[src/design/skypk_pkg.sv]
// shared types and codes for the skyline rectangle packer
// no dependencies
package skypk_pkg;

	localparam int DIM_W = 13;
	localparam int POS_W = 12;

	localparam logic [1:0] STAT_PLACED  = 2'd0;
	localparam logic [1:0] STAT_NO_ROOM = 2'd1;
	localparam logic [1:0] STAT_FULL    = 2'd2;

	localparam logic CFG_ATLAS_W = 1'b0;
	localparam logic CFG_MAX_H   = 1'b1;

	typedef struct packed {
		logic [DIM_W-1:0] top;
		logic [DIM_W-1:0] wid;
	} seg_t;

	typedef enum logic [3:0] {
		ST_IDLE,
		ST_SRD,
		ST_SGOT,
		ST_JRD,
		ST_JGOT,
		ST_EVAL,
		ST_SEND,
		ST_WRD,
		ST_WGOT,
		ST_WNEW,
		ST_FIN,
		ST_DONE
	} state_t;

endpackage

[src/design/skypk_segmem.sv]
// segment store: one write port, one registered read port
// depends on skypk_pkg
module skypk_segmem #(
	parameter int DEPTH = 128
) (
	input  logic                     clk,
	input  logic [$clog2(DEPTH)-1:0] rd_addr,
	output skypk_pkg::seg_t          rd_data,
	input  logic                     wr_en,
	input  logic [$clog2(DEPTH)-1:0] wr_addr,
	input  skypk_pkg::seg_t          wr_data
);
	import skypk_pkg::*;

	seg_t mem_q [DEPTH];

	always_ff @(posedge clk) begin
		if (wr_en) begin
			mem_q[wr_addr] <= wr_data;
		end
		rd_data <= mem_q[rd_addr];
	end

endmodule

[src/design/skyline_rectangle_packer.sv]
// skyline rectangle packer: one rectangle per transfer, bottom-left skyline placement
// a zero-size item is refused straight away; a placement reads each candidate segment and the
// segments it overlaps and keeps the lowest, then rebuilds the skyline into the other bank
// one item at a time: the input stalls while an item is in work
// reset: control cleared, skyline flat at width min(4096,MAX_DIM) in entry zero at first transfer
// depends on skypk_pkg and skypk_segmem
module skyline_rectangle_packer #(
	parameter int MAX_SEGMENTS = 64,
	parameter int MAX_DIM      = 4096
) (
	input  logic        clk,
	input  logic        arst_n,
	// configuration write port
	input  logic        cfg_we,
	input  logic        cfg_index,
	input  logic [12:0] cfg_data,
	// input channel
	input  logic        in_valid,
	output logic        in_stall,
	input  logic        new_atlas,
	input  logic [12:0] rect_w,
	input  logic [12:0] rect_h,
	// output channel
	output logic        out_valid,
	input  logic        out_stall,
	output logic [1:0]  status,
	output logic [11:0] pos_x,
	output logic [11:0] pos_y,
	output logic [12:0] used_height
);
	import skypk_pkg::*;

	localparam int IDX_W   = $clog2(MAX_SEGMENTS);
	localparam int CNT_W   = $clog2(MAX_SEGMENTS + 1);
	localparam int DEPTH   = 2 * MAX_SEGMENTS;
	localparam int ADDR_W  = IDX_W + 1;
	localparam logic [DIM_W-1:0] RESET_W = DIM_W'((MAX_DIM < 4096) ? MAX_DIM : 4096);
	localparam logic [CNT_W-1:0] SEG_MAX = CNT_W'(MAX_SEGMENTS);

	state_t state_q, state_nx;

	// configuration registers
	logic [DIM_W-1:0] aw_q, mh_q;

	// skyline bookkeeping
	logic             bank_q;
	logic [CNT_W-1:0] cnt_q;
	logic [DIM_W-1:0] hused_q;
	logic [DIM_W-1:0] flat_w_q;
	logic             pend_q;

	// item registers
	logic [DIM_W-1:0] rw_q, rh_q;

	// search registers
	logic [CNT_W-1:0] i_q, j_q;
	logic [DIM_W-1:0] x_q, wi_q, maxt_q;
	logic [DIM_W:0]   cov_q;
	logic             found_q;
	logic [CNT_W-1:0] best_i_q;
	logic [DIM_W-1:0] best_x_q, best_y_q;

	// rebuild registers
	logic [CNT_W-1:0] m_q;
	logic [DIM_W-1:0] rem_q, last_top_q, last_w_q;
	logic             new_done_q, ovf_q;

	// result
	logic [1:0]       res_stat_q;
	logic [POS_W-1:0] res_x_q, res_y_q;
	logic             out_valid_q;
	logic [1:0]       status_q;
	logic [POS_W-1:0] pos_x_q, pos_y_q;
	logic [DIM_W-1:0] used_q;

	// memory port signals
	logic [ADDR_W-1:0] rd_addr, wr_addr;
	logic              wr_en;
	seg_t              rd_data, wr_data;

	logic             in_xfer, restart;
	logic [DIM_W-1:0] lim, top_new, aw_clamp;
	logic [DIM_W:0]   fit_sum, ybot;
	logic [DIM_W:0]   cov_next;
	logic             m_full;

	assign in_stall = (state_q != ST_IDLE);
	assign in_xfer  = in_valid && !in_stall;
	assign restart  = new_atlas || pend_q;

	assign aw_clamp = (32'(aw_q) > MAX_DIM) ? DIM_W'(MAX_DIM) : aw_q;
	assign lim      = (32'(mh_q) > MAX_DIM) ? DIM_W'(MAX_DIM) : mh_q;
	assign fit_sum  = {1'b0, x_q} + {1'b0, rw_q};
	assign ybot     = {1'b0, best_y_q} + {1'b0, rh_q};
	assign top_new  = ybot[DIM_W-1:0];
	assign cov_next = cov_q + {1'b0, rd_data.wid};
	assign m_full   = (m_q >= SEG_MAX);

	skypk_segmem #(.DEPTH(DEPTH)) u_mem (
		.clk     (clk),
		.rd_addr (rd_addr),
		.rd_data (rd_data),
		.wr_en   (wr_en),
		.wr_addr (wr_addr),
		.wr_data (wr_data)
	);

	// next state
	always_comb begin
		state_nx = state_q;
		case (state_q)
			ST_IDLE: begin
				if (in_xfer) begin
					if (rect_w == '0 || rect_h == '0) state_nx = ST_DONE;
					else state_nx = ST_SRD;
				end
			end
			ST_SRD:  state_nx = ST_SGOT;
			ST_SGOT: begin
				if (fit_sum > {1'b0, flat_w_q}) state_nx = ST_SEND;
				else if ((i_q + 1'b1 < cnt_q) && ({1'b0, rd_data.wid} < {1'b0, rw_q}))
					state_nx = ST_JRD;
				else state_nx = ST_EVAL;
			end
			ST_JRD:  state_nx = ST_JGOT;
			ST_JGOT: begin
				if ((j_q + 1'b1 < cnt_q) && (cov_next < {1'b0, rw_q})) state_nx = ST_JRD;
				else state_nx = ST_EVAL;
			end
			ST_EVAL: begin
				if (i_q + 1'b1 < cnt_q) state_nx = ST_SRD;
				else state_nx = ST_SEND;
			end
			ST_SEND: begin
				if (!found_q || ybot > {1'b0, lim}) state_nx = ST_DONE;
				else if (best_i_q == '0) state_nx = ST_WNEW;
				else state_nx = ST_WRD;
			end
			ST_WRD:  state_nx = ST_WGOT;
			ST_WGOT: begin
				if (!new_done_q && (j_q + 1'b1 == best_i_q)) state_nx = ST_WNEW;
				else if (j_q + 1'b1 < cnt_q) state_nx = ST_WRD;
				else state_nx = ST_FIN;
			end
			ST_WNEW: state_nx = ST_WRD;
			ST_FIN:  state_nx = ST_DONE;
			ST_DONE: begin
				if (!out_valid_q || !out_stall) state_nx = ST_IDLE;
			end
			default: state_nx = ST_IDLE;
		endcase
	end

	// memory port control
	always_comb begin
		rd_addr = {bank_q, IDX_W'(0)};
		wr_en   = 1'b0;
		wr_addr = {!bank_q, m_q[IDX_W-1:0]};
		wr_data = rd_data;
		case (state_q)
			ST_IDLE: begin
				// restart writes the flat segment into the live bank
				wr_en   = in_xfer && restart;
				wr_addr = {bank_q, IDX_W'(0)};
				wr_data = '{top: '0, wid: new_atlas ? aw_clamp : flat_w_q};
			end
			ST_SRD: rd_addr = {bank_q, i_q[IDX_W-1:0]};
			ST_JRD: rd_addr = {bank_q, j_q[IDX_W-1:0]};
			ST_WRD: rd_addr = {bank_q, j_q[IDX_W-1:0]};
			ST_WGOT: begin
				if (!new_done_q || rem_q == '0) begin
					wr_en = !m_full;
				end else if (rd_data.wid > rem_q) begin
					wr_en   = !m_full;
					wr_data = '{top: rd_data.top, wid: rd_data.wid - rem_q};
				end
			end
			ST_WNEW: begin
				if (m_q != '0 && last_top_q == top_new) begin
					// merge with the equal-height left neighbor
					wr_en   = 1'b1;
					wr_addr = {!bank_q, IDX_W'(m_q - 1'b1)};
					wr_data = '{top: last_top_q, wid: last_w_q + rw_q};
				end else begin
					wr_en   = !m_full;
					wr_data = '{top: top_new, wid: rw_q};
				end
			end
			default: ;
		endcase
	end

	// control registers
	always_ff @(posedge clk or negedge arst_n) begin
		if (!arst_n) begin
			state_q     <= ST_IDLE;
			aw_q        <= 13'd4096;
			mh_q        <= 13'd4096;
			bank_q      <= 1'b0;
			cnt_q       <= CNT_W'(1);
			hused_q     <= '0;
			flat_w_q    <= RESET_W;
			pend_q      <= 1'b1;
			out_valid_q <= 1'b0;
		end else begin
			state_q <= state_nx;
			if (cfg_we) begin
				case (cfg_index)
					CFG_ATLAS_W: aw_q <= cfg_data;
					CFG_MAX_H:   mh_q <= cfg_data;
					default: ;
				endcase
			end
			if (state_q == ST_IDLE && in_xfer && restart) begin
				pend_q  <= 1'b0;
				cnt_q   <= CNT_W'(1);
				hused_q <= '0;
				if (new_atlas) flat_w_q <= aw_clamp;
			end
			if (state_q == ST_FIN && !ovf_q) begin
				bank_q <= !bank_q;
				cnt_q  <= m_q;
				if (top_new > hused_q) hused_q <= top_new;
			end
			if (out_valid_q && !out_stall) out_valid_q <= 1'b0;
			if (state_q == ST_DONE && (!out_valid_q || !out_stall)) out_valid_q <= 1'b1;
		end
	end

	// datapath registers
	always_ff @(posedge clk) begin
		case (state_q)
			ST_IDLE: begin
				rw_q       <= rect_w;
				rh_q       <= rect_h;
				i_q        <= '0;
				x_q        <= '0;
				found_q    <= 1'b0;
				res_stat_q <= STAT_NO_ROOM;
				res_x_q    <= '0;
				res_y_q    <= '0;
			end
			ST_SGOT: begin
				wi_q   <= rd_data.wid;
				maxt_q <= rd_data.top;
				cov_q  <= {1'b0, rd_data.wid};
				j_q    <= i_q + 1'b1;
			end
			ST_JGOT: begin
				if (rd_data.top > maxt_q) maxt_q <= rd_data.top;
				cov_q <= cov_next;
				j_q   <= j_q + 1'b1;
			end
			ST_EVAL: begin
				// first lowest candidate wins
				if (!found_q || maxt_q < best_y_q) begin
					found_q  <= 1'b1;
					best_i_q <= i_q;
					best_x_q <= x_q;
					best_y_q <= maxt_q;
				end
				x_q <= x_q + wi_q;
				i_q <= i_q + 1'b1;
			end
			ST_SEND: begin
				m_q        <= '0;
				j_q        <= '0;
				new_done_q <= 1'b0;
				ovf_q      <= 1'b0;
			end
			ST_WGOT: begin
				j_q <= j_q + 1'b1;
				if (!new_done_q || rem_q == '0) begin
					if (m_full) ovf_q <= 1'b1;
					else m_q <= m_q + 1'b1;
					last_top_q <= rd_data.top;
					last_w_q   <= rd_data.wid;
				end else if (rd_data.wid <= rem_q) begin
					rem_q <= rem_q - rd_data.wid;
				end else begin
					if (m_full) ovf_q <= 1'b1;
					else m_q <= m_q + 1'b1;
					rem_q <= '0;
				end
			end
			ST_WNEW: begin
				new_done_q <= 1'b1;
				rem_q      <= rw_q;
				if (!(m_q != '0 && last_top_q == top_new)) begin
					if (m_full) ovf_q <= 1'b1;
					else m_q <= m_q + 1'b1;
				end
			end
			ST_FIN: begin
				if (ovf_q) begin
					res_stat_q <= STAT_FULL;
				end else begin
					res_stat_q <= STAT_PLACED;
					res_x_q    <= best_x_q[POS_W-1:0];
					res_y_q    <= best_y_q[POS_W-1:0];
				end
			end
			ST_DONE: begin
				if (!out_valid_q || !out_stall) begin
					status_q <= res_stat_q;
					pos_x_q  <= res_x_q;
					pos_y_q  <= res_y_q;
					used_q   <= hused_q;
				end
			end
			default: ;
		endcase
	end

	assign out_valid   = out_valid_q;
	assign status      = status_q;
	assign pos_x       = pos_x_q;
	assign pos_y       = pos_y_q;
	assign used_height = used_q;

endmodule

[config.mk]
export PLATFORM = sky130hd
export DESIGN_NAME = skyline_rectangle_packer
export DESIGN_NICKNAME = d
export VERILOG_FILES = /design/src/design/skypk_pkg.sv /design/src/design/skypk_segmem.sv /design/src/design/skyline_rectangle_packer.sv
export SDC_FILE = /design/constraint.sdc
export NUM_CORES = 2
export LEC_CHECK = 0
export BUFFER_PORTS_ARGS = -buffer_cell sky130_fd_sc_hd__buf_4
export CELL_PAD_IN_SITES_DETAIL_PLACEMENT = 1
export CELL_PAD_IN_SITES_GLOBAL_PLACEMENT = 2
export CORE_ASPECT_RATIO = 2
export CORE_UTILIZATION = 30
export CTS_BUF_LIST = sky130_fd_sc_hd__clkbuf_8
export DETAILED_ROUTE_END_ITERATION = 10
export PLACE_DENSITY = 0.59
export SLEW_MARGIN = 20
export SYNTH_ARGS = -nofsm -noshare
export SYNTH_HDL_FRONTEND = slang
export SYNTH_SLANG_ARGS = --single-unit
[constraint.sdc]
create_clock -name clk -period 10 [get_ports clk]
set_clock_uncertainty 0.15 [all_clocks]
set_input_delay 1.5 -clock clk [delete_from_list [all_inputs] [get_ports clk]]
set_output_delay 1.5 -clock clk [all_outputs]
set_load 0.02 [all_outputs]
==> out/results.ini <==
[run_status]
status=finished clean

[placement]
pre_cts_slack_ns=2.77
gpl.final_weighted_congestion=0.901
dpl.hpwl_um=376000
port-buffer-count=86
numPlacedInstances=18100

[logic_synthesis]
synth_cell_type_count=82
synth.avg_cell_area_um2=12.8
ys.warnings.count=0
synth_seq_cells=3659
syn-num-nets=12000
synth-async-reset-ratio=0.0180
synth_enable_flop_cells=3567
synth_flop_cell=sky130_fd_sc_hd__edfxtp_1
ys_seq_area_frac=0.723
synthesis.area_mm2=0.151
post_synth_inst_count=11800

[drt]
routed_wire_length_per_instance_um=31.1
postRouteWirelength_um=595000
num_vias=99800
post_drt_via_cell_ratio=5.23
detail_route.iter0.violations=6796
antenna_violating_nets_post_route=0
remaining_drc_errors=0
detailedRoute.firstPassIterationCount=5

[worst_setup_path]
crit_path_max_incr_delay_ns=0.97
worst_setup_path_end_kind=register
critical-path-slowest-cell=sky130_fd_sc_hd__mux2i_2
worst_setup_path_start_kind=register
crit_arrival_ns=7.78
worstPathCellList=ha_1 > inv_1 > fa_1 > xnor2_1 > a211oi_1 > nand4_1 > a311o_1 > nor4_1 > nor4b_2 > buf_4 > nand3_1 > mux2i_2 > nand2_1 > nor2_4
critical_path_class=register to register
crit_required_ns=10.59
critical-path-top-delay-family=simple AND/OR/NAND/NOR gates
critPathBufInv=2
crit_fanout=26

[clock_network]
clock_tree_buffer_depth=4
clk-insertion-delay-late_ns=1.19
cts_max_level=6
clkSinkCount=3659
tritoncts=yes
clk_pin_slew_ns=0.06
clock_tree.root_cell=sky130_fd_sc_hd__clkbuf_8
ctsResizeCount=0
cts-buffers-inserted=540

[timing]
final_min_period_over_clock_period=0.719
number_of_setup_violations_in_the_final_report=0
final.setup.worst_slack_ns=2.81
timing.final.max_slew_violations=0
final_hold_viol_count=0
maxSlewHeadroom=0.0828
setup-tns-final_ns=0
rsz0062_at_grt=no
finalWorstPathRequiredPeriod_ns=7.19
tightestPinTransition_ns=1.38
max_clock_freq_mhz=139

[hold_path]
worstHoldPathType=register to register

[layout]
area_delta_synth_final_pct=14.2
largest_register_ffs=3328
reg_top3=u_mem.mem_q: 3328 flops, u_mem.rd_data: 26 flops, cov_q: 14 flops
final_cell_mix=sky130_fd_sc_hd__edfxtp_1 (3567), sky130_fd_sc_hd__nand2_1 (3463), sky130_fd_sc_hd__nand3_1 (866)
layout.nets=12300
fin_cells=19100
most_common_library_cell_in_the_layout_ignoring_fill_and_taps=sky130_fd_sc_hd__edfxtp_1
final_core_util=0.344
top_register=u_mem.mem_q
drive_above_1_share=0.122

[floorplan]
die_y_um=1010
total_die_area_mm2=0.507
initial_util=0.301
placeable_core_region_mm2=0.502
rows=368
design.portCount=87
die_w_um=504

[grt]
gr-usage-all-layers=0.229
first_pass_grt_wire_length_um=823000
grt_max_degree=136
antenna_found_initial=25
grt_overflow=0
grt_pass1_vias=106000

[power_and_ir_drop]
ir_drop_mv=0.489
cellPowerDensity_mw_per_mm2=385
power.leakage_nw=59.6
total_power_draw_mw=66.4

[job]
cap_viol_max_count=0

==> stage by stage <==
step / hold slack, ns / instance area (um2)
after floorplan: 0.250 / 151000
after global placement: 0.252 / 162000
after detailed placement: 0.257 / 163000
after CTS: 0.214 / 173000
after global routing: 0.269 / 173000
final: 0.267 / 173000
==> report_power, final <==
group / switching, mW / internal (mW)
combinational: 25.1 / 7.04
sequential: 0.555 / 21.9
clock: 6.13 / 5.73
total: 31.8 / 34.7
==> cell families (layout without fill, tap and decap cells) <==
logic type / Yosys count / count (layout) / share of synthesized area
multiplexers: 75 / 75 / 0.00533
other: 0 / 11 / 0
XOR/XNOR: 107 / 107 / 0.00653
flip-flops: 3659 / 3659 / 0.723
AO/OA/AOI/OAI: 1577 / 1577 / 0.0768
AND/OR/NAND/NOR: 5234 / 5234 / 0.148
adder cells (fa/ha/maj): 198 / 198 / 0.0167
buffers and inverters: 952 / 1585 / 0.0238
==> cells in the mapped netlist (all sizes together), types with 61 or more instances <==
master | number | area share
dfrtp | 61 | 0.010
a21oi | 222 | 0.0074
ha | 191 | 0.016
nand3 | 868 | 0.029
inv | 163 | 0.0040
and3 | 442 | 0.018
clkbuf | 719 | 0.018
nand2 | 3469 | 0.086
a211oi | 214 | 0.011
nor2 | 254 | 0.0063
edfxtp | 3567 | 0.71
buf | 69 | 0.0019
a311oi | 626 | 0.036
o21ai | 114 | 0.0038
a31oi | 218 | 0.0090
==> per-layer routing <==
| metal | part of all wire | up-vias | global-route usage |
|---|---|---|---|
| met1 | 0.33 | 51800 | 0.222 |
| met5 | 0.000024 | - | 0 |
| met4 | 0.10 | 2 | 0.208 |
| met3 | 0.033 | 1198 | 0.0222 |
| li1 | - | 44200 | - |
| met2 | 0.53 | 2586 | 0.428 |
==> layout make-up <==
cell class | instances | area (um2)
multi-input combinational | 7191 | 40100
clock inverter | 385 | 2300
antenna | 11 | 27.5
timing repair buffer | 476 | 4260
fill | 53400 | 329000
sequential | 3659 | 109000
tap | 6660 | 8330
clock buffer | 560 | 7710
inverter | 164 | 616
==> worst paths after layout <==
check	to	start	slack, ns	cells past startpoint
worst min-delay path	pos_x[8]$_DFFE_PP_	res_x_q[8]$_SDFFCE_PN0P_	0.27	0
max in group asynchronous	flat_w_q[1]$_DFFE_PN0P_	arst_n	8.09	3
min in group asynchronous	hused_q[0]$_DFF_PN0_	arst_n	0.62	2
worst max-delay path	u_mem.mem_q[63][1]$_DFFE_PP_	best_y_q[0]$_DFFE_PP_	2.81	14
worst min register to register	pos_x[8]$_DFFE_PP_	res_x_q[8]$_SDFFCE_PN0P_	0.27	0
worst max register to register	u_mem.mem_q[63][1]$_DFFE_PP_	best_y_q[0]$_DFFE_PP_	2.81	14
==> timing repair <==
action                    in CTS  in global routing
hold buffers                   1                  0
setup buffers                  0                  0
hold endpoints to repair      18                  0
Power figures use the tool's default switching activity.
